File: config.mk
export PLATFORM = sky130hd
export DESIGN_NAME = ptc_cal_regs
export DESIGN_NICKNAME = d
export VERILOG_FILES = /design/src/rtl/ptc_pkg.sv /design/src/rtl/ptc_cal_regs.sv
export SDC_FILE = /design/constraint.sdc
export NUM_CORES = 1
export LEC_CHECK = 0
export BUFFER_PORTS_ARGS = -buffer_cell sky130_fd_sc_hd__buf_2
export CAP_MARGIN = 20
export CORE_UTILIZATION = 50
export CTS_CLUSTER_SIZE = 24
export DETAILED_ROUTE_END_ITERATION = 6
export HOLD_SLACK_MARGIN = 0.06
export PLACE_DENSITY = 0.86
export SLEW_MARGIN = 20
export SYNTH_ARGS = -nofsm -noshare
export SYNTH_HDL_FRONTEND = slang
export SYNTH_SLANG_ARGS = --single-unit
export TNS_END_PERCENT = 100
File: constraint.sdc
create_clock -name clk_i -period 0.94 [get_ports clk_i]
set_clock_uncertainty 0.05 [all_clocks]
set_input_delay 0.235 -clock clk_i [delete_from_list [all_inputs] [get_ports clk_i]]
set_output_delay 0.235 -clock clk_i [all_outputs]
set_load 0.005 [all_outputs]
File: src/rtl/ptc_pkg.sv
`timescale 1ns / 1ps
// ----------------------------------------------------------------------------
// ptc_pkg
// Shared widths, constants and stage types of the compensation core.
// ----------------------------------------------------------------------------
package ptc_pkg;

  localparam int unsigned RAW_W   = 24;
  localparam int unsigned CAL_W   = 16;
  localparam int unsigned IDX_W   = 3;
  localparam int unsigned DT_W    = 25;
  localparam int unsigned PROD_W  = 42;
  localparam int unsigned DD_W    = 50;
  localparam int unsigned TD_W    = PROD_W - 23;
  localparam int unsigned TEMP_W  = 20;
  localparam int unsigned T2_W    = 18;
  localparam int unsigned SQ_W    = 38;
  localparam int unsigned CORR_W  = 44;
  localparam int unsigned OFF_W   = 46;
  localparam int unsigned SENS_W  = 46;
  localparam int unsigned LO_W    = 23;
  localparam int unsigned HI_W    = SENS_W - LO_W;
  localparam int unsigned PLO_W   = 49;
  localparam int unsigned PHI_W   = 48;
  localparam int unsigned FULL_W  = 72;
  localparam int unsigned X_W     = 53;
  localparam int unsigned PRES_W  = X_W - 15;
  localparam int unsigned TOUT_W  = 15;
  localparam int unsigned POUT_W  = 17;

  localparam int unsigned PTC_LATENCY = 10;

  localparam logic signed [TEMP_W-1:0] TEMP_REF  = TEMP_W'(2000);
  localparam logic signed [TEMP_W-1:0] TEMP_DEEP = TEMP_W'(3500);
  localparam logic signed [TOUT_W-1:0] TEMP_MIN  = TOUT_W'(-4000);
  localparam logic signed [TOUT_W-1:0] TEMP_MAX  = TOUT_W'(8500);
  localparam logic [POUT_W-1:0]        PRES_MIN  = POUT_W'(1000);
  localparam logic [POUT_W-1:0]        PRES_MAX  = POUT_W'(120000);

  typedef enum logic [IDX_W-1:0] {
    REG_PRESSURE_SENS    = 3'd0,
    REG_PRESSURE_OFFSET  = 3'd1,
    REG_SENS_TEMP_COEF   = 3'd2,
    REG_OFFSET_TEMP_COEF = 3'd3,
    REG_REF_TEMPERATURE  = 3'd4,
    REG_TEMP_COEF        = 3'd5,
    REG_SECOND_ORDER     = 3'd6
  } reg_idx_e;

  typedef struct packed {
    logic [CAL_W-1:0] pressure_sens;
    logic [CAL_W-1:0] pressure_offset;
    logic [CAL_W-1:0] sens_temp_coef;
    logic [CAL_W-1:0] offset_temp_coef;
    logic [CAL_W-1:0] ref_temperature;
    logic [CAL_W-1:0] temp_coef;
    logic             second_order_en;
  } cal_t;

  typedef struct packed {
    logic                     valid;
    logic [RAW_W-1:0]         d1;
    logic signed [TEMP_W-1:0] temp;
    logic signed [TD_W-1:0]   tdelta;
    logic signed [TEMP_W-1:0] tdeep;
    logic signed [OFF_W-1:0]  off;
    logic signed [SENS_W-1:0] sens;
    logic [T2_W-1:0]          t2;
    logic                     cold;
    logic                     deep;
  } coef_t;

  typedef struct packed {
    logic                     valid;
    logic [RAW_W-1:0]         d1;
    logic signed [TOUT_W-1:0] temp;
    logic signed [OFF_W-1:0]  off;
    logic signed [SENS_W-1:0] sens;
  } corr_t;

endpackage

File: src/rtl/ptc_cal_regs.sv
`timescale 1ns / 1ps
// ----------------------------------------------------------------------------
// ptc_cal_regs
// Calibration words and the second-order enable, written through a plain port.
// ----------------------------------------------------------------------------
module ptc_cal_regs (
  input  logic                       clk_i,
  input  logic                       rst_ni,
  input  logic                       cfg_we_i,
  input  logic [ptc_pkg::IDX_W-1:0]  cfg_idx_i,
  input  logic [ptc_pkg::CAL_W-1:0]  cfg_wdata_i,
  output ptc_pkg::cal_t              cal_o
);

  ptc_pkg::cal_t cal_q, cal_d;

  always_comb begin
    cal_d = cal_q;
    if (cfg_we_i) begin
      unique case (ptc_pkg::reg_idx_e'(cfg_idx_i))
        ptc_pkg::REG_PRESSURE_SENS:    cal_d.pressure_sens    = cfg_wdata_i;
        ptc_pkg::REG_PRESSURE_OFFSET:  cal_d.pressure_offset  = cfg_wdata_i;
        ptc_pkg::REG_SENS_TEMP_COEF:   cal_d.sens_temp_coef   = cfg_wdata_i;
        ptc_pkg::REG_OFFSET_TEMP_COEF: cal_d.offset_temp_coef = cfg_wdata_i;
        ptc_pkg::REG_REF_TEMPERATURE:  cal_d.ref_temperature  = cfg_wdata_i;
        ptc_pkg::REG_TEMP_COEF:        cal_d.temp_coef        = cfg_wdata_i;
        ptc_pkg::REG_SECOND_ORDER:     cal_d.second_order_en  = cfg_wdata_i[0];
        default: ;
      endcase
    end
  end

  always_ff @(posedge clk_i or negedge rst_ni) begin
    if (!rst_ni) begin
      cal_q <= '{second_order_en: 1'b1, default: '0};
    end else begin
      cal_q <= cal_d;
    end
  end

  assign cal_o = cal_q;

endmodule

# Yosys cells after proc, flatten, opt, wreduce, memory -nomap -nowiden
# Cells that the tools add are included.
# op_classes
n_eq_ne	6
reduce_logical	8
# ops
operator	n
AND reduction 2 bit	7
== test 3 bit, second input constant	3
== test 3 x 2 -> 1 bit, second input constant	2
== test 3 x 1 -> 1 bit, second input constant	1
logical NOT 3 bit	1
# word_totals
regBits	97
out_inout_bits	97
elab_cells	21

# Longest topological paths before layout
# depth
depth_word	2
ltp_mapped	5
ltp_nobuf	2

# Least setup slack after synthesis
# OpenSTA, ideal clock, no wires.
# synth_timing
path_kind	input -> register
startpoint	in cfg_idx_i[0] in the netlist's numbering
endpoint	reg cal_q (netlist bit cal_o[81])
setup_time_ns	0.125
arrival_time_ns	1.314
t_required_ns	0.765
slack_ns	-0.549
stages	4
cell_sequence	buf_6 > nor4b_4 > buf_6 > mux2_2
# synth_via
elab_chain_len	2
# synth_lines
element	line_no	text
start, declared	ptc_cal_regs.sv:10	input logic [ptc_pkg::IDX_W-1:0] cfg_idx_i,
logical NOT 3 bit	ptc_cal_regs.sv:20	unique case (ptc_pkg::reg_idx_e'(cfg_idx_i))
AND reduction 2 bit (no source line)	-	
end signal, assigned	ptc_cal_regs.sv:37	cal_q <= cal_d;
end, declared	ptc_cal_regs.sv:15	ptc_pkg::cal_t cal_q, cal_d;
# No other way between the ends.
# A chain may end at the register's enable or synchronous reset.

# Final worst setup path
# layout_timing
startpoint	reg cal_q (netlist bit cal_o[0])
endpoint	out cal_o[0] in the netlist's numbering
# layout_rtl
element	line_no	text
end, declared	ptc_cal_regs.sv:12	output ptc_pkg::cal_t cal_o
# No word-level cell between the ends.

==> results.toml <==
[outcome]
status = "complete, but fails checks"
violations = "setup timing"

[critical_path]
worst-r2r-cell-count = 3
end_kind = "output pin"
crit_slowest_cell = "dfstp_2"
cp_max_fo = 2
path_delay_family = "flip-flops"
required_ps = 650
criticalPathCategory = "register to output pin"
cp.buffers_inverters = 1
path_cells = "buf_6"
reg2reg_setup_slack_ps = -110
timing.rr.start = "cal_o[46]"
worstReg2RegEnd = "cal_o[46]"
max_stage_delay_ps = 560
crit_start = "cal_o[0]"
cp-start-kind = "register"
arrival_ps = 1020

[timing]
timing.final.ws_setup_ps = -364
finalHoldViolations = 0
fin_crit_ps = 1300
min_period_over_period_pct = 139
max_freq_mhz = 767
finalSetupViolCount = 173
rsz0062_at_grt = "true"
slew_headroom_pct = 81.8
finalSetupTns_ps = -28310
drv_slew = 0
worst_pin_slew_ps = 273

[clock_tree]
clock_latency_ps = 370
clock-sinks = 97
cts_root_buf = "clkbuf_8"
cts_max_level = 3
tritoncts = "built"
clock_path_buffers = 2
cts_made_buffers = 9
cts.clk_slew.worst_paths_ps = 100

[synthesis]
synth_top_area_share_pct = 64.4
yosys_warnings = 0
synth_nets = 233
synth_top_area_cell = "dfrtp_1"
ys_types = 11
synth.area.top_cells = "dfrtp_1 (64%), mux2_2 (29%), buf_6 (1.8%), buf_8 (0.81%), nand4b_2 (0.81%)"
syn_avg_cell_area_um2 = 17.7
ys_seq_area_share_pct = 65.1
yosys_register_bits = 97
syn_inst = 211
netlist_area_um2 = 3730

[floorplan]
die_w_um = 88.4
std_cell_rows = 31
initial_utilization_pct = 51.7
core_area_um2 = 7210
die_y_um = 88.4
dieArea_um2 = 7810
ios = 119

[routing]
via_per_inst = 5.10
postRouteAntennaNets = 0
num_vias = 2693
drt_pass1_iterations = 4
routedWlPerCell_um = 20.7
drc = 0
drt_iter0_drc = 98
drt_wl_total_um = 10900

[cells_and_area]
fillers = 358
final-seq-area_um2 = 2430
largest_register_ffs = 97
area_growth_pct = 60.2
nets = 446
multi_input_area_um2 = 1540
layout-drive-gt1-share_pct = 77.2
n_antenna_cell = 0

[placed_design]
dp.final_hpwl_um = 6020
post-place-ws_ps = -513
gp_congestion = 0.747
numPortBuffers = 118

[global_route]
grt_max_degree = 31
grt_pass1_wl_um = 15400
grt.total_usage_pct = 27.5
antenna_found_initial = 0
grt_pass1_vias = 2763
grt_overflow = 0

[pwr]
p_leak_nw = 3.08
ir_worst_vdd_uv = 1330
p_per_area_nw_per_um2 = 2110

[worst_hold_path]
hold_depth = 2
hold_start = "cfg_wdata_i[2]"
hold_class = "input pin to register"
min_to = "cal_o[83]"

[flow_run]
drv_cap = 0
layout make-up:
class                           count  area share, %
Clock inverter                      7           1.32
Clock buffer                        9           2.07
Multi-Input combinational cell    104           25.8
Sequential cell                    97           40.7
Timing Repair Buffer              212           28.1
Tap cell                           99           2.07
power by group:
part           switching, mW  internal [mW]
Sequential             0.586           5.10
Clock                   1.58           1.26
Combinational           1.31           2.76
Total                   3.48           9.12
synthesized netlist by cell type, drive strengths merged:
library cell	n
and4bb	3
buf	10
dfrtp	96
dfstp	1
mux2	97
nand4b	3
nor4b	1
stage by stage:
stage                     utilization (%)  std cells  area (um^2)  power, mW  hold slack, ps
after global routing                 82.8        528         5970       13.2             130
final                                82.8        528         5970       12.6             130
after detailed placement             66.5        437         4790       8.28            78.5
after global placement               66.5        437         4790       8.15            73.4
after CTS                            79.3        509         5720       11.9             117
after floorplan                         -        211         3930       6.86            -111
layer usage:
metal	vias up	global-route usage [%]	routed length, um
met1	1404	34.6	4580
met4	0	8.94	106
li1	1177	-	-
met5	-	0	0
met3	10	6.90	731
met2	102	46.7	5510
how the worst max path moves through the flow:
| stage | end | slack, ps | cells past startpoint |
|---|---|---|---|
| floorplan | cal_o[81] | -490 | 4 |
| finish | cal_o[0] | -360 | 1 |
| detailed placement | cal_o[96] | -510 | 4 |
| CTS | cal_o[0] | -370 | 1 |
| global placement | cal_o[17] | -470 | 4 |
| global route | cal_o[0] | -380 | 1 |
cell usage in the layout (no fill, tap or decap), types with 2 or more instances in the layout:
cell type,netlist,layout
and4bb_4,0,3
mux2_2,97,12
buf_8,2,5
buf_2,2,112
buf_6,6,32
dfrtp_1,96,96
clkinvlp_4,0,2
clkbuf_8,0,9
buf_4,0,46
buf_12,0,15
nand4b_4,0,2
mux2_4,0,85
kinds of logic after synthesis:
kind of cell | count (synthesis) | share of synthesized area (%)
multiplexers | 97 | 29.3
buffers and inverters | 10 | 2.89
flip-flops | 97 | 65.1
AND/OR/NAND/NOR | 7 | 2.68
repair_timing:
action | 4_1_cts | 5_1_grt
gates resized for setup | 59 | 43
gates cloned | 5 | 0
setup endpoints to repair | 190 | 179
hold buffers | 1 | 0
pin swaps | 4 | 3
endpoints found under the hold margin | 97 | 0
buffers inserted | 51 | 41
(Power assumes the default switching activity.)
