### src/rtl/ptc_pkg.sv
`timescale 1ns / 1ps
// ----------------------------------------------------------------------------
// ptc_pkg
// Shared widths, constants and stage types of the compensation core.
// ----------------------------------------------------------------------------
package ptc_pkg;

  localparam int unsigned RAW_W   = 24;
  localparam int unsigned CAL_W   = 16;
  localparam int unsigned IDX_W   = 3;
  localparam int unsigned DT_W    = 25;
  localparam int unsigned PROD_W  = 42;
  localparam int unsigned DD_W    = 50;
  localparam int unsigned TD_W    = PROD_W - 23;
  localparam int unsigned TEMP_W  = 20;
  localparam int unsigned T2_W    = 18;
  localparam int unsigned SQ_W    = 38;
  localparam int unsigned CORR_W  = 44;
  localparam int unsigned OFF_W   = 46;
  localparam int unsigned SENS_W  = 46;
  localparam int unsigned LO_W    = 23;
  localparam int unsigned HI_W    = SENS_W - LO_W;
  localparam int unsigned PLO_W   = 49;
  localparam int unsigned PHI_W   = 48;
  localparam int unsigned FULL_W  = 72;
  localparam int unsigned X_W     = 53;
  localparam int unsigned PRES_W  = X_W - 15;
  localparam int unsigned TOUT_W  = 15;
  localparam int unsigned POUT_W  = 17;

  localparam int unsigned PTC_LATENCY = 10;

  localparam logic signed [TEMP_W-1:0] TEMP_REF  = TEMP_W'(2000);
  localparam logic signed [TEMP_W-1:0] TEMP_DEEP = TEMP_W'(3500);
  localparam logic signed [TOUT_W-1:0] TEMP_MIN  = TOUT_W'(-4000);
  localparam logic signed [TOUT_W-1:0] TEMP_MAX  = TOUT_W'(8500);
  localparam logic [POUT_W-1:0]        PRES_MIN  = POUT_W'(1000);
  localparam logic [POUT_W-1:0]        PRES_MAX  = POUT_W'(120000);

  typedef enum logic [IDX_W-1:0] {
    REG_PRESSURE_SENS    = 3'd0,
    REG_PRESSURE_OFFSET  = 3'd1,
    REG_SENS_TEMP_COEF   = 3'd2,
    REG_OFFSET_TEMP_COEF = 3'd3,
    REG_REF_TEMPERATURE  = 3'd4,
    REG_TEMP_COEF        = 3'd5,
    REG_SECOND_ORDER     = 3'd6
  } reg_idx_e;

  typedef struct packed {
    logic [CAL_W-1:0] pressure_sens;
    logic [CAL_W-1:0] pressure_offset;
    logic [CAL_W-1:0] sens_temp_coef;
    logic [CAL_W-1:0] offset_temp_coef;
    logic [CAL_W-1:0] ref_temperature;
    logic [CAL_W-1:0] temp_coef;
    logic             second_order_en;
  } cal_t;

  typedef struct packed {
    logic                     valid;
    logic [RAW_W-1:0]         d1;
    logic signed [TEMP_W-1:0] temp;
    logic signed [TD_W-1:0]   tdelta;
    logic signed [TEMP_W-1:0] tdeep;
    logic signed [OFF_W-1:0]  off;
    logic signed [SENS_W-1:0] sens;
    logic [T2_W-1:0]          t2;
    logic                     cold;
    logic                     deep;
  } coef_t;

  typedef struct packed {
    logic                     valid;
    logic [RAW_W-1:0]         d1;
    logic signed [TOUT_W-1:0] temp;
    logic signed [OFF_W-1:0]  off;
    logic signed [SENS_W-1:0] sens;
  } corr_t;

endpackage

### src/rtl/ptc_coef.sv
`timescale 1ns / 1ps
// ----------------------------------------------------------------------------
// ptc_coef
// Stages one to three: temperature delta, the four products on it, and the
// first-order temperature, offset and sensitivity terms.
// ----------------------------------------------------------------------------
module ptc_coef (
  input  logic                       clk_i,
  input  logic                       rst_ni,
  input  logic                       valid_i,
  input  logic [ptc_pkg::RAW_W-1:0]  raw_pressure_i,
  input  logic [ptc_pkg::RAW_W-1:0]  raw_temperature_i,
  input  ptc_pkg::cal_t              cal_i,
  output ptc_pkg::coef_t             coef_o
);

  localparam int unsigned DtW   = ptc_pkg::DT_W;
  localparam int unsigned ProdW = ptc_pkg::PROD_W;
  localparam int unsigned DdW   = ptc_pkg::DD_W;
  localparam int unsigned TempW = ptc_pkg::TEMP_W;
  localparam int unsigned OffW  = ptc_pkg::OFF_W;
  localparam int unsigned SensW = ptc_pkg::SENS_W;
  localparam int unsigned T2W   = ptc_pkg::T2_W;

  logic                    s1_valid_q, s2_valid_q, s3_valid_q;
  logic [ptc_pkg::RAW_W-1:0] s1_d1_q, s2_d1_q;
  logic signed [DtW-1:0]   dt_d, dt_q;
  logic signed [ProdW-1:0] p6_d, p6_q, p4_d, p4_q, p3_d, p3_q;
  logic signed [DdW-1:0]   dd_d, dd_q;
  logic signed [ptc_pkg::TD_W-1:0] td;
  ptc_pkg::coef_t          coef_d, coef_q;

  always_comb begin
    dt_d = $signed({1'b0, raw_temperature_i}) - $signed({1'b0, cal_i.ref_temperature, 8'h00});
  end

  always_comb begin
    p6_d = ProdW'(dt_q) * ProdW'($signed({1'b0, cal_i.temp_coef}));
    p4_d = ProdW'(dt_q) * ProdW'($signed({1'b0, cal_i.offset_temp_coef}));
    p3_d = ProdW'(dt_q) * ProdW'($signed({1'b0, cal_i.sens_temp_coef}));
    dd_d = DdW'(dt_q) * DdW'(dt_q);
  end

  always_comb begin
    td            = $signed(p6_q[ProdW-1:23]);
    coef_d.valid  = s2_valid_q;
    coef_d.d1     = s2_d1_q;
    coef_d.tdelta = td;
    coef_d.temp   = TempW'(td) + ptc_pkg::TEMP_REF;
    coef_d.tdeep  = TempW'(td) + ptc_pkg::TEMP_DEEP;
    coef_d.off    = OffW'($signed({1'b0, cal_i.pressure_offset, 16'h0000}))
                  + OffW'($signed(p4_q[ProdW-1:7]));
    coef_d.sens   = SensW'($signed({1'b0, cal_i.pressure_sens, 15'h0000}))
                  + SensW'($signed(p3_q[ProdW-1:8]));
    coef_d.t2     = dd_q[31 +: T2W];
    coef_d.cold   = cal_i.second_order_en & td[ptc_pkg::TD_W-1];
    coef_d.deep   = coef_d.tdeep[TempW-1];
  end

  always_ff @(posedge clk_i or negedge rst_ni) begin
    if (!rst_ni) begin
      s1_valid_q <= 1'b0;
      s2_valid_q <= 1'b0;
      s3_valid_q <= 1'b0;
    end else begin
      s1_valid_q <= valid_i;
      s2_valid_q <= s1_valid_q;
      s3_valid_q <= s2_valid_q;
    end
  end

  always_ff @(posedge clk_i) begin
    s1_d1_q <= raw_pressure_i;
    dt_q    <= dt_d;
    s2_d1_q <= s1_d1_q;
    p6_q    <= p6_d;
    p4_q    <= p4_d;
    p3_q    <= p3_d;
    dd_q    <= dd_d;
    coef_q  <= coef_d;
  end

  always_comb begin
    coef_o       = coef_q;
    coef_o.valid = s3_valid_q;
  end

endmodule

### config.mk
export PLATFORM = sky130hd
export DESIGN_NAME = ptc_coef
export DESIGN_NICKNAME = d
export VERILOG_FILES = /design/src/rtl/ptc_pkg.sv /design/src/rtl/ptc_coef.sv
export SDC_FILE = /design/constraint.sdc
export NUM_CORES = 2
export LEC_CHECK = 0
export ABC_AREA = 0
export BUFFER_PORTS_ARGS = -buffer_cell sky130_fd_sc_hd__buf_2
export CAP_MARGIN = 20
export CORE_MARGIN = 3
export CORE_UTILIZATION = 40
export CTS_CLUSTER_DIAMETER = 80
export DETAILED_ROUTE_END_ITERATION = 10
export PLACE_DENSITY_LB_ADDON = 0.15
export SYNTH_ARGS = -nofsm -noshare
export SYNTH_HDL_FRONTEND = slang
export SYNTH_SLANG_ARGS = --single-unit
### constraint.sdc
create_clock -name clk_i -period 12.1 [get_ports clk_i]
set_clock_uncertainty 0.2 [all_clocks]
set_input_delay 0.605 -clock clk_i [delete_from_list [all_inputs] [get_ports clk_i]]
set_output_delay 0.605 -clock clk_i [all_outputs]
set_load 0.1 [all_outputs]
# Word-level counts from Yosys, hierarchy flattened
# Index checks and enable logic that the tools add are counted.
word_totals:
  input_bits: 148
  word_cells: 29
  reg_bits: 425
  output_inout_bits: 196
op_classes:
  n_bitwise: 1
  add_sub_neg: 5
  n_mul: 4
op_table:
  columns: ["cell", "n"]
  rows:
  - ["multiplier 25 x 17 -> 42 bit", 3]
  - ["multiplier 25 x 25 -> 49 bit", 1]
  - ["adder 33 x 35 -> 36 bit", 1]
  - ["adder 32 x 34 -> 35 bit", 1]
  - ["subtractor 24 x 24 -> 25 bit", 1]
  - ["adder 19 x 12 -> 20 bit, second input constant", 1]
  - ["adder 19 x 13 -> 20 bit, second input constant", 1]
  - ["bitwise AND 1 bit", 1]

# Logic depth before layout (Yosys ltp)
logic_depth:
  word_depth: 1
  ltp_mapped: 29
  mapped_depth_nobuf: 27

# Worst setup path after synthesis
# OpenSTA, ideal clock, no wires.
synth_path:
  path_kind: "register -> register"
  start: "register dt_q[3]"
  end: "register dd_q[47]"
  synth_period_minus_slack_ns: 7.343
  setup_time_ns: 0.123
  path_stages_with_launch: 30
  path_buffers: 3
  arrival_ns: 7.020
  setup_slack_ns: 4.757
  required_ns: 11.777
  path_cell_list: "dfxtp_1 -> clkbuf_1 -> clkbuf_1 -> clkbuf_1 -> nand2_1 -> fa_1 -> inv_1 -> fa_1 -> inv_1 -> fa_1 -> inv_1 -> fa_1 -> inv_1 -> fa_1 -> inv_1 -> fa_1 -> inv_1 -> fa_1 -> inv_1 -> ha_1 -> a21oi_1 -> nor2b_1 -> o21ai_0 -> o21ai_0 -> o41ai_2 -> a21o_1 -> a21oi_1 -> a311oi_1 -> o21ai_1 -> xor2_1"
synth_via:
  elab_chain_len: 1
synth_rtl:
  columns: ["element", "line_no", "rtl"]
  rows:
  - ["from (decl)", "ptc_coef.sv:27", "logic signed [DtW-1:0] dt_d, dt_q;"]
  - ["from (signal assigned)", "ptc_coef.sv:74", "dt_q <= dt_d;"]
  - ["multiplier 25 x 25 -> 49 bit", "ptc_coef.sv:41", "dd_d = DdW'(dt_q) * DdW'(dt_q);"]
  - ["via dd_d[47]", "ptc_coef.sv:29", "logic signed [DdW-1:0] dd_d, dd_q;"]
  - ["to (signal assigned)", "ptc_coef.sv:79", "dd_q <= dd_d;"]
  - ["to (decl)", "ptc_coef.sv:29", null]
# The timed path passes the listed nets, and every way through them passes these cells.

# Final worst setup path
layout_path:
  start: "register dt_q[12]"
  end: "register dd_q[47]"
# The elaborated chain is that of the path after synthesis.

==> key figures <==
STA
  • Sum Neg Setup Slack: 0 ns
  • Final Cycle Share: 70.0%
  • Worst Setup Slack, final: 3.63 ns
  • Slew HR: 29.0%
  • Worst-margin pin slew: 1.05 ns
  • Hold Fails Final Rpt: 0
  • RSZ-0062 raised after global routing: false
  • Highest clock rate: 118 MHz
  • Pins Over Slew Limit: 0
  • # setup viols final: 0
  • Post-layout min period: 8.47 ns

Run status
  • Outcome: finished, final reports clean

Finish
  • Most frequent cells in the layout: 2057 x inv_1, 1768 x fa_1, 971 x nand2_1
  • Commonest non-fill, non-tap cell in the layout: inv_1
  • Fill count: 17300
  • Multi-input combinational cell area: 0.0548 mm²
  • Fin util: 43.8%
  • Register area: 0.00707 mm²
  • Final nets: 10000
  • Area grow syn2layout: 8.10%
  • Layout cells sized above 1: 6.85%

Flow run
  • Maximum Capacitance Violations: 0

Min path
  • Hold Path Class: in -> reg

CTS
  • Clk Latency, worst-skew pair: 0.66 ns
  • Num CTS Buffers: 49
  • Postcts setup bufs: 0
  • Clock transition at path regs: 0.05 ns
  • H-Tree Level Count: 2
  • CTS Buffer Depth: 3
  • TritonCTS Sinks: 349
  • Clk root buf: clkbuf_16
  • CTS tree: done

Synthesis
  • Synth Cell Area: 0.0709 mm²
  • Largest family of logic cells by synthesized area: adder cells
  • Seq cells post-synth: 349
  • Netlist cell types: 70
  • Area share of and/or/nand/nor cells after synthesis: 12.5%
  • Post-synthesis compound-gate area fraction: 3.35%
  • Syn Area/Cell: 9.51 µm²
  • Xor and xnor area share after synthesis: 2.63%
  • Post-synthesis net count: 9872
  • Adder-Cell Fraction of Synth Area: 58.8%
  • Ys async rst share: 0.860%
  • Sequential element share of the synthesized area: 9.87%
  • Synth Instances: 7454
  • Mux cell area share after synthesis: 0.0141%
  • Dominant synthesized flop cell: dfxtp_1
  • Post-synth EDFFs: 0
  • Ys Warns: 0

Global route
  • Number of global-route vias before repair: 54200
  • Antenna violations before repair: 11
  • Total GRT Usage: 20.3%
  • First-pass GRT wire length: 292000 µm
  • Gr ovfl total: 0
  • Largest net degree at the start of global routing: 50

Die
  • Initial core utilization: 40.5%
  • Die width: 427 µm
  • Die H: 427 µm
  • Core area: 0.175 mm²
  • Num rows: 153
  • Full die area: 0.182 mm²
  • I/O pin cnt: 344

Setup path
  • Crit Path Class: reg -> reg
  • CP required: 12.45 ns
  • CP endpoint kind: flip-flop
  • Worst-path fanout max: 39
  • Startpoint Class: flip-flop
  • Arrival @ worst endpoint: 8.82 ns

Placement
  • # port buffers: 343
  • GPL Wtd Cong: 0.843
  • HPWL after DPL: 142000 µm
  • Setup Slack @ Placement: 3.61 ns

Detailed routing
  • WL final: 176000 µm
  • DRT Pass-1 Iters: 6
  • Post-route ant nets: 0
  • Via count: 47200
  • M1 WL: 74200 µm
  • Vias per cell: 4.74
  • DR DRC count: 0
  • Met2 WL post-DR: 89700 µm
  • DR iter-0 viols: 1910
  • Top routing layer used: met5
  • Routed len/inst: 17.7 µm
  • Met3 WL: 7700 µm
## per-stage QoR
stage | instances | instance area (µm²) | hold slack [ns]
after global placement | 9820 | 74500 | 0.110
after global routing | 9951 | 76700 | 0.0316
after detailed placement | 9820 | 74500 | 0.112
after floorplan | 7454 | 70900 | 0.109
after CTS | 9947 | 76600 | 0.00705
final | 9952 | 76700 | 0.0671
## critical path, stage by stage, from the launching register on
cell and delay [ns]:
dfxtp_4 0.76, buf_4 0.53, and2_1 0.27, fa_1 0.43, fa_1 0.54, inv_1 0.05
fa_1 0.54, inv_1 0.06, fa_1 0.46, ha_1 0.31, fa_1 0.49, inv_1 0.05
fa_1 0.48, inv_1 0.05, ha_1 0.38, o21ai_0 0.12, nor2_1 0.06, nor4b_1 0.48
a21oi_1 0.19, o41ai_2 0.52, a21o_1 0.31, a21oi_1 0.18, a311oi_1 0.53, o21ai_1 0.16
xor2_1 0.16
## final cells by class
| type | instances | share of cell area, % |
|---|---|---|
| Multi-Input combinational cell | 4701 | 71.5 |
| Inverter | 2057 | 10.1 |
| Sequential cell | 349 | 9.22 |
| Tap cell | 2325 | 3.80 |
| Timing Repair Buffer | 426 | 3.18 |
| Clock buffer | 60 | 1.71 |
| Clock inverter | 29 | 0.562 |
| Antenna cell | 5 | 0.0163 |
## what timing repair did
| item | CTS | global route |
|---|---|---|
| hold buffers | 38 | 0 |
| gates resized for setup | 0 | 0 |
| hold endpoints to repair | 39 | 0 |
## Yosys cell counts, types with 5 or more instances
master       n  share of area [%]
a211oi_1    11               0.12
a21boi_0     7              0.074
a21o_1      56               0.59
a21oi_1    113               0.80
a31o_2       5              0.062
a31oi_1      9              0.079
and2_1     583                5.1
and3_1      19               0.17
buf_4       29               0.31
clkbuf_1   316                1.7
dfxtp_1    346                9.8
fa_1      1768                 50
ha_1       502                8.9
inv_1     2057                 11
nand2_1    971                5.1
nand2b_1    21               0.19
nand3_1     28               0.20
nand4_1     19               0.17
nor2_1     119               0.63
nor2b_1     41               0.36
nor3_1      26               0.18
o21a_1      23               0.24
o21ai_0     65               0.46
o21ai_1      6              0.042
o21bai_1    15               0.16
or2_2        7              0.062
xnor2_1    150                1.9
xor2_1      63               0.78
## path summary, 6_finish.rpt
kind	from	endpoint	slack (ns)	depth (start not counted)
hold / removal	cal_i[18]	dt_q[9]$_DFF_P_	0.07	3
setup reg to reg	dt_q[12]$_DFF_P_	dd_q[47]$_DFF_P_	3.63	24
hold reg to reg	s2_d1_q[0]$_DFF_P_	coef_o[171]$_DFF_P_	0.11	0
setup / recovery	dt_q[12]$_DFF_P_	dd_q[47]$_DFF_P_	3.63	24
min in group asynchronous	rst_ni	s3_valid_q$_DFF_PN0_	0.61	3
max in group asynchronous	rst_ni	s2_valid_q$_DFF_PN0_	10.94	3
## cell families after synthesis
group,Yosys count
xor+xnor,213
simple gates,1856
compound gates,361
mux,1
buf+inv,2404
flops,349
fa+ha+maj,2270
## sequential cells by signal, indices dropped and copies added, names as in the netlist
| signal | count |
|---|---|
| dd_q | 18 |
| s1_valid_q | 1 |
| coef_o | 167 |
| p3_q | 34 |
| s3_valid_q | 1 |
| s2_d1_q | 24 |
| dt_q | 25 |
| s2_valid_q | 1 |
| p4_q | 35 |
| p6_q | 19 |
| s1_d1_q | 24 |
## metal layers
layer / up-vias / global-route usage, %
li1: 21500 / -
met3: 214 / 2.77
met5: - / 0
met2: 905 / 36.1
met4: 6 / 4.98
met1: 24600 / 26.1
Power is left out: the tool's default activity adds up to more than one toggle a clock period on the data nets, which glitch-free logic cannot reach.
