### config.mk
export PLATFORM = sky130hd
export DESIGN_NAME = ptc_corr
export DESIGN_NICKNAME = d
export VERILOG_FILES = /design/src/rtl/ptc_pkg.sv /design/src/rtl/ptc_corr.sv
export SDC_FILE = /design/constraint.sdc
export NUM_CORES = 2
export LEC_CHECK = 0
export CAP_MARGIN = 30
export CORE_MARGIN = 3
export CORE_UTILIZATION = 40
export DETAILED_ROUTE_END_ITERATION = 8
export DONT_BUFFER_PORTS = 1
export PLACE_DENSITY_LB_ADDON = 0.05
export RECOVER_POWER = 50
export SYNTH_ARGS = -nofsm -noshare
export SYNTH_HDL_FRONTEND = slang
export SYNTH_SLANG_ARGS = --single-unit
### constraint.sdc
create_clock -name clk_i -period 13 [get_ports clk_i]
set_input_delay 2.6 -clock clk_i [delete_from_list [all_inputs] [get_ports clk_i]]
set_output_delay 2.6 -clock clk_i [all_outputs]
set_load 0.01 [all_outputs]
### src/rtl/ptc_pkg.sv
`timescale 1ns / 1ps
// ----------------------------------------------------------------------------
// ptc_pkg
// Shared widths, constants and stage types of the compensation core.
// ----------------------------------------------------------------------------
package ptc_pkg;

  localparam int unsigned RAW_W   = 24;
  localparam int unsigned CAL_W   = 16;
  localparam int unsigned IDX_W   = 3;
  localparam int unsigned DT_W    = 25;
  localparam int unsigned PROD_W  = 42;
  localparam int unsigned DD_W    = 50;
  localparam int unsigned TD_W    = PROD_W - 23;
  localparam int unsigned TEMP_W  = 20;
  localparam int unsigned T2_W    = 18;
  localparam int unsigned SQ_W    = 38;
  localparam int unsigned CORR_W  = 44;
  localparam int unsigned OFF_W   = 46;
  localparam int unsigned SENS_W  = 46;
  localparam int unsigned LO_W    = 23;
  localparam int unsigned HI_W    = SENS_W - LO_W;
  localparam int unsigned PLO_W   = 49;
  localparam int unsigned PHI_W   = 48;
  localparam int unsigned FULL_W  = 72;
  localparam int unsigned X_W     = 53;
  localparam int unsigned PRES_W  = X_W - 15;
  localparam int unsigned TOUT_W  = 15;
  localparam int unsigned POUT_W  = 17;

  localparam int unsigned PTC_LATENCY = 10;

  localparam logic signed [TEMP_W-1:0] TEMP_REF  = TEMP_W'(2000);
  localparam logic signed [TEMP_W-1:0] TEMP_DEEP = TEMP_W'(3500);
  localparam logic signed [TOUT_W-1:0] TEMP_MIN  = TOUT_W'(-4000);
  localparam logic signed [TOUT_W-1:0] TEMP_MAX  = TOUT_W'(8500);
  localparam logic [POUT_W-1:0]        PRES_MIN  = POUT_W'(1000);
  localparam logic [POUT_W-1:0]        PRES_MAX  = POUT_W'(120000);

  typedef enum logic [IDX_W-1:0] {
    REG_PRESSURE_SENS    = 3'd0,
    REG_PRESSURE_OFFSET  = 3'd1,
    REG_SENS_TEMP_COEF   = 3'd2,
    REG_OFFSET_TEMP_COEF = 3'd3,
    REG_REF_TEMPERATURE  = 3'd4,
    REG_TEMP_COEF        = 3'd5,
    REG_SECOND_ORDER     = 3'd6
  } reg_idx_e;

  typedef struct packed {
    logic [CAL_W-1:0] pressure_sens;
    logic [CAL_W-1:0] pressure_offset;
    logic [CAL_W-1:0] sens_temp_coef;
    logic [CAL_W-1:0] offset_temp_coef;
    logic [CAL_W-1:0] ref_temperature;
    logic [CAL_W-1:0] temp_coef;
    logic             second_order_en;
  } cal_t;

  typedef struct packed {
    logic                     valid;
    logic [RAW_W-1:0]         d1;
    logic signed [TEMP_W-1:0] temp;
    logic signed [TD_W-1:0]   tdelta;
    logic signed [TEMP_W-1:0] tdeep;
    logic signed [OFF_W-1:0]  off;
    logic signed [SENS_W-1:0] sens;
    logic [T2_W-1:0]          t2;
    logic                     cold;
    logic                     deep;
  } coef_t;

  typedef struct packed {
    logic                     valid;
    logic [RAW_W-1:0]         d1;
    logic signed [TOUT_W-1:0] temp;
    logic signed [OFF_W-1:0]  off;
    logic signed [SENS_W-1:0] sens;
  } corr_t;

endpackage

### src/rtl/ptc_corr.sv
`timescale 1ns / 1ps
// ----------------------------------------------------------------------------
// ptc_corr
// Stages four to six: squares for the low-temperature correction, the
// correction terms, and the corrected and clamped temperature.
// ----------------------------------------------------------------------------
module ptc_corr (
  input  logic            clk_i,
  input  logic            rst_ni,
  input  ptc_pkg::coef_t  coef_i,
  output ptc_pkg::corr_t  corr_o
);

  localparam int unsigned SqW   = ptc_pkg::SQ_W;
  localparam int unsigned CorrW = ptc_pkg::CORR_W;
  localparam int unsigned OffW  = ptc_pkg::OFF_W;
  localparam int unsigned SensW = ptc_pkg::SENS_W;
  localparam int unsigned TcW   = ptc_pkg::TEMP_W + 1;
  localparam int unsigned T2W   = ptc_pkg::T2_W;

  logic                       s4_valid_q, s5_valid_q, s6_valid_q;
  ptc_pkg::coef_t             s4_q;
  logic signed [SqW-1:0]      sq_d, sq_q, sq2_d, sq2_q;
  logic [ptc_pkg::RAW_W-1:0]  s5_d1_q;
  logic signed [ptc_pkg::TEMP_W-1:0] s5_temp_q;
  logic signed [OffW-1:0]     s5_off_q;
  logic signed [SensW-1:0]    s5_sens_q;
  logic [T2W-1:0]             t2e_d, t2e_q;
  logic signed [CorrW-1:0]    sq_w, sq2_w, five_sq, seven_sq2, eleven_sq2;
  logic signed [CorrW-1:0]    off2_d, off2_q, sens2_d, sens2_q;
  logic signed [TcW-1:0]      temp_c;
  ptc_pkg::corr_t             corr_d, corr_q;

  always_comb begin
    sq_d  = SqW'(coef_i.tdelta) * SqW'(coef_i.tdelta);
    sq2_d = SqW'(coef_i.tdeep) * SqW'(coef_i.tdeep);
  end

  always_comb begin
    sq_w       = CorrW'(sq_q);
    sq2_w      = CorrW'(sq2_q);
    five_sq    = sq_w + (sq_w <<< 2);
    seven_sq2  = (sq2_w <<< 3) - sq2_w;
    eleven_sq2 = (sq2_w <<< 3) + (sq2_w <<< 1) + sq2_w;
    off2_d     = '0;
    sens2_d    = '0;
    t2e_d      = '0;
    if (s4_q.cold) begin
      t2e_d   = s4_q.t2;
      off2_d  = five_sq >>> 1;
      sens2_d = five_sq >>> 2;
      if (s4_q.deep) begin
        off2_d  = off2_d + seven_sq2;
        sens2_d = sens2_d + (eleven_sq2 >>> 1);
      end
    end
  end

  always_comb begin
    temp_c       = TcW'(s5_temp_q) - TcW'($signed({1'b0, t2e_q}));
    corr_d.valid = s5_valid_q;
    corr_d.d1    = s5_d1_q;
    corr_d.off   = s5_off_q - OffW'(off2_q);
    corr_d.sens  = s5_sens_q - SensW'(sens2_q);
    if (temp_c < TcW'(ptc_pkg::TEMP_MIN)) begin
      corr_d.temp = ptc_pkg::TEMP_MIN;
    end else if (temp_c > TcW'(ptc_pkg::TEMP_MAX)) begin
      corr_d.temp = ptc_pkg::TEMP_MAX;
    end else begin
      corr_d.temp = temp_c[ptc_pkg::TOUT_W-1:0];
    end
  end

  always_ff @(posedge clk_i or negedge rst_ni) begin
    if (!rst_ni) begin
      s4_valid_q <= 1'b0;
      s5_valid_q <= 1'b0;
      s6_valid_q <= 1'b0;
    end else begin
      s4_valid_q <= coef_i.valid;
      s5_valid_q <= s4_valid_q;
      s6_valid_q <= s5_valid_q;
    end
  end

  always_ff @(posedge clk_i) begin
    s4_q      <= coef_i;
    sq_q      <= sq_d;
    sq2_q     <= sq2_d;
    s5_d1_q   <= s4_q.d1;
    s5_temp_q <= s4_q.temp;
    s5_off_q  <= s4_q.off;
    s5_sens_q <= s4_q.sens;
    t2e_q     <= t2e_d;
    off2_q    <= off2_d;
    sens2_q   <= sens2_d;
    corr_q    <= corr_d;
  end

  always_comb begin
    corr_o       = corr_q;
    corr_o.valid = s6_valid_q;
  end

endmodule

## After elaboration in Yosys (flattened, before gate mapping)

Cells that the tools add are included.

- $add $sub $neg: 9
- Multipliers: 2
- $lt $le $gt $ge: 2
- Mux-type cells: 3
- Reduce and logical (&&, ||, !) cells: 1

Operators by type and width:

| kind | number |
|---|---|
| $sub A46 B44 Y46 | 2 |
| $mux W44 | 2 |
| $add A39 B42 Y43 | 1 |
| $add A40 B42 Y43 | 1 |
| $add A42 B38 Y43 | 1 |
| $add A41 B39 Y42 | 1 |
| $sub A41 B38 Y42 | 1 |
| $add A38 B40 Y41 | 1 |
| $mul A19 B19 Y38 | 1 |
| $mul A20 B20 Y38 | 1 |
| $gt A21 B15 Y1 const B | 1 |
| $lt A21 B13 Y1 const B | 1 |
| $sub A20 B19 Y21 | 1 |
| $mux W15 | 1 |
| $reduce_or A2 Y1 | 1 |

- Register bits after elaboration: 608
- Input bits: 198
- Output and inout port bits: 132
- Word-level logic and storage cells: 41

## Depth between registers and ports, before layout

- Depth after elaboration: 4
- Gate-level depth with buffers: 28
- Mapped depth without buffers: 27

## Worst setup path before layout

Ideal clock, no wire load.

- Path type: input port to flip-flop
- Start point: input coef_i[128] (netlist bit)
- End point: register sq2_q[37]
- Library setup time: 0.114 ns
- Arrival: 9.181 ns
- Required time: 12.886 ns
- Setup slack: 3.705 ns
- Cell stages on the path: 24
- Buffers on the path: 2
- Path through: clkbuf_1 > clkbuf_1 > nand2_1 > fa_1 > fa_1 > fa_1 > inv_1 > fa_1 > fa_1 > fa_1 > inv_1 > fa_1 > inv_1 > ha_1 > a21o_1 > a21o_1 > a21o_1 > a2111o_1 > o21ai_0 > o21ai_0 > o41ai_1 > a21oi_1 > mux2i_1 > a2111oi_0

- Cells in the longest elaborated chain, start to end: 1

Ends and longest elaborated chain:

| element | line | text |
|---|---|---|
| start: declaration | ptc_corr.sv:10 | `input ptc_pkg::coef_t coef_i,` |
| $mul A20 B20 Y38 | ptc_corr.sv:36 | `sq2_d = SqW'(coef_i.tdeep) * SqW'(coef_i.tdeep);` |
| named net sq2_d[37] | ptc_corr.sv:23 | `logic signed [SqW-1:0] sq_d, sq_q, sq2_d, sq2_q;` |
| end signal: assignment | ptc_corr.sv:89 | `sq2_q <= sq2_d;` |
| end: declaration | ptc_corr.sv:23 |  |

The timed path passes the listed nets, and every way through them passes these cells.
A chain may end at the register's enable or synchronous reset.

## Worst setup path after layout

- Start point: input coef_i[129] (netlist bit)
- End point: register sq2_q[37]

The elaborated chain is that of the path after synthesis.

==> results.sh <==
export IMPL_status="complete, but fails checks"
export IMPL_violations="max-capacitance violations, max-slew violations"
export IMPL_vias=36520
export IMPL_fin_tns_setup_ns=0
export IMPL_worstMarginPinSlew_ns=1.777
export IMPL_dr_pass1_iters=8
export IMPL_grt_setup_unrepaired="no"
export IMPL_finalMaxSlewViolations=106
export IMPL_netlist_instances=5624
export IMPL_cp_required_ns=13.49
export IMPL_setup_viol=0
export IMPL_synth_cell_area_um2=53940
export IMPL_cts_sinks=604
export IMPL_highest_layer="met5"
export IMPL_coreArea_um2=133600
export IMPL_totalWireLength_um=131700
export IMPL_cp_slowest_cell="fa_1"
export IMPL_clk_latency_ns=0.65
export IMPL_fmax_mhz=112.6
export IMPL_synth_seq_cells=604
export IMPL_layout_setup_ws_ns=4.117
export IMPL_synth_top_area_share_pct=28.99
export IMPL_grt_usage_pct=19.22
export IMPL_cts_resized=0
export IMPL_async_flop_share_pct=0.4967
export IMPL_synth_top_cell_by_area="fa_1"
export IMPL_grt_max_degree=83
export IMPL_min_period_ns=8.883
export IMPL_ys_flop_type="dfxtp_1"
export IMPL_cts_setup_buffers=0
export IMPL_synthXorXnorAreaFrac_pct=5.050
export IMPL_die_area_um2=139300
export IMPL_synth_top_family_by_area="adder cells"
export IMPL_ys_top_cells_by_area="fa_1, dfxtp_1, ha_1"
export IMPL_wl_per_cell_um=17.84
export IMPL_synth_distinct_cells=90
export IMPL_worstSetupPathType="in -> reg"
export IMPL_grt_ovfl_total=0
export IMPL_path_max_fanout=17
export IMPL_r2r_cells=22
export IMPL_hold_end="s5_sens_q[14]$_DFF_P_"
export IMPL_clock_path_buffers=3
export IMPL_drt_first_iter_violations=1723
export IMPL_seq_area_frac_synth_pct=22.45
export IMPL_max_cap_violations=3
export IMPL_ioPinCount=330
export IMPL_initial_core_util_pct=40.36
export IMPL_pre_cts_ws_ns=3.355
export IMPL_r2r_start="sq_q[2]$_DFF_P_"
export IMPL_worstPathCellList="inv_1 -> nor2_1 -> fa_1 -> fa_1 -> fa_1 -> fa_1 -> fa_1 -> fa_1 -> inv_1 -> fa_1 -> inv_1 -> ha_1 -> a21o_1 -> a21o_1 -> a21o_1 -> a2111o_1 -> o21ai_0 -> o21ai_0 -> o41ai_1 -> a21oi_1 -> mux2i_1 -> a2111oi_0"
export IMPL_synth_most_common_cell="inv_1"
export IMPL_synth_mux_area_share_pct=0.2830
export IMPL_die_height_um=373.2
export IMPL_hold_viol=0
export IMPL_path_common_cell="fa_1"
export IMPL_wl_met3_um=4591
export IMPL_endpoint_kind="flop"
export IMPL_synth_edf_count=0
export IMPL_cp_arrival_ns=9.37
export IMPL_synth_common_cells="inv_1, fa_1, dfxtp_1, ha_1, nand2_1"
export IMPL_finalClockSkew_ns=0.02679
export IMPL_dr_wl_met2_um=60170
export IMPL_synth_compound_area_share_pct=12.71
export IMPL_yosys_warnings=0
export IMPL_r2r_setup_slack_ns=6.33
export IMPL_grt_pass1_vias=38910
export IMPL_synth_simple_area_share_pct=10.73
export IMPL_cts_root_buf="clkbuf_16"
export IMPL_slew_limit_headroom_pct=-18.48
export IMPL_postRouteAntennaNets=0
export IMPL_dp_hpwl_um=110600
export IMPL_rows=134
export IMPL_grt_pass1_wl_um=214500
export IMPL_min_path_cells=0
export IMPL_routabilityCongestion=0.8600
export IMPL_die_x_um=373.2
export IMPL_area_delta_synth_final_pct=7.122
export IMPL_antenna_found_initial=19
export IMPL_clkTransAtPathRegs_ns=0.06
export IMPL_drive_gt1_share_pct=2.601
export IMPL_hp_class="reg -> reg"
export IMPL_cts_buffers=61
export IMPL_critPathMaxStageDelay_ns=0.58
export IMPL_hold_start="s4_q[34]$_DFF_P_"
export IMPL_period_share_pct=68.33
export IMPL_r2r_end="off2_q[40]$_SDFF_PN0_"
export IMPL_start_kind="primary input"
export IMPL_wl_met1_um=64420
export IMPL_drc_errors=0
export IMPL_final_nets=7035
export IMPL_htree_num_levels=2
export IMPL_syn_num_nets=7092
export IMPL_via_per_inst=4.946
export IMPL_cts_hold_buf=0
export IMPL_avgSynthCellArea_um2=9.590
export IMPL_io_buffers=0
export IMPL_cts_tree="yes"
export IMPL_yosys_area_share_adder_pct=40.33
state kept, by name, indices dropped and copies added, names as in the netlist:
| name | count |
|---|---|
| s4_q | 156 |
| s4_valid_q | 1 |
| sq_q | 37 |
| s5_sens_q | 46 |
| s5_valid_q | 1 |
| s5_d1_q | 24 |
| s6_valid_q | 1 |
| s5_off_q | 46 |
| sens2_q | 43 |
| s5_temp_q | 20 |
| corr_o | 131 |
| sq2_q | 37 |
| t2e_q | 18 |
| off2_q | 43 |
cell families (layout without fill, tap and decap cells):
kind of cell,count (synthesis),in the layout
xor gates and xnor gates,311,311
DFF,604,604
AOI/OAI and AO/OA,1050,1050
adders and majority gates,1270,1270
buffers and inverters,1208,1198
muxes,15,15
other,1,2
and+or+nand+nor,1165,1165
layout by cell type, fill, tap and decap left out, types with 67 or more instances in the layout:
| cell | Yosys | layout |
|---|---|---|
| inv_1 | 1079 | 1079 |
| fa_1 | 781 | 781 |
| dfxtp_1 | 601 | 600 |
| ha_1 | 489 | 489 |
| nand2_1 | 365 | 365 |
| a21oi_1 | 332 | 332 |
| xnor2_1 | 219 | 219 |
| a21o_1 | 198 | 198 |
| nor2_1 | 197 | 197 |
| and2_1 | 185 | 180 |
| o21ai_0 | 152 | 152 |
| xor2_1 | 92 | 92 |
| nor2b_1 | 73 | 73 |
| nand3_1 | 68 | 68 |
| nor3_1 | 67 | 67 |
worst max-delay path: cells and delay by family:
family          cells  cell delay (ns)
fa+ha+maj           8             3.81
compound gates      9             2.27
buf+inv             3             0.34
simple gates        1             0.17
mux                 1             0.15
metrics by stage:
step | hold slack (ns) | cells | utilization (%) | cell area [µm²]
after floorplan | 0.3096 | 5624 | - | 53940
after global placement | 0.3098 | 7270 | 41.68 | 55700
after detailed placement | 0.3121 | 7272 | 41.69 | 55710
after CTS | 0.3040 | 7382 | 43.25 | 57790
after global routing | 0.3231 | 7383 | 43.24 | 57780
final | 0.3032 | 7383 | 43.24 | 57780
layout make-up:
class	count	area (µm²)
Multi-Input combinational cell	3812	37280
Clock buffer	80	1689
Timing Repair Buffer	8	42.54
Sequential cell	604	12110
Antenna cell	1	2.502
Fill cell	13120	75850
Clock inverter	30	389.1
Inverter	1080	4054
Tap cell	1768	2212
worst max-delay path by stage:
stage / from / to / slack (ns) / depth (start not counted)
6_report: coef_i[129] / sq2_q[37]$_DFF_P_ / 4.12 / 22
5_1_grt: coef_i[123] / sq2_q[37]$_DFF_P_ / 3.49 / 23
2_1_floorplan: coef_i[128] / sq2_q[37]$_DFF_P_ / 3.70 / 24
4_1_cts: coef_i[123] / sq2_q[37]$_DFF_P_ / 4.04 / 22
3_5_place_dp: coef_i[123] / sq2_q[37]$_DFF_P_ / 3.36 / 22
3_3_place_gp: coef_i[123] / sq2_q[37]$_DFF_P_ / 3.08 / 21
metal layers:
layer | up-vias | GRT usage (%)
li1 | 17980 | -
met2 | 669 | 31.73
met3 | 162 | 2.065
met5 | - | 0
met1 | 17700 | 27.43
met4 | 2 | 3.707
Power is left out: the tool's default activity adds up to more than one toggle a clock period on the data nets, which glitch-free logic cannot reach.
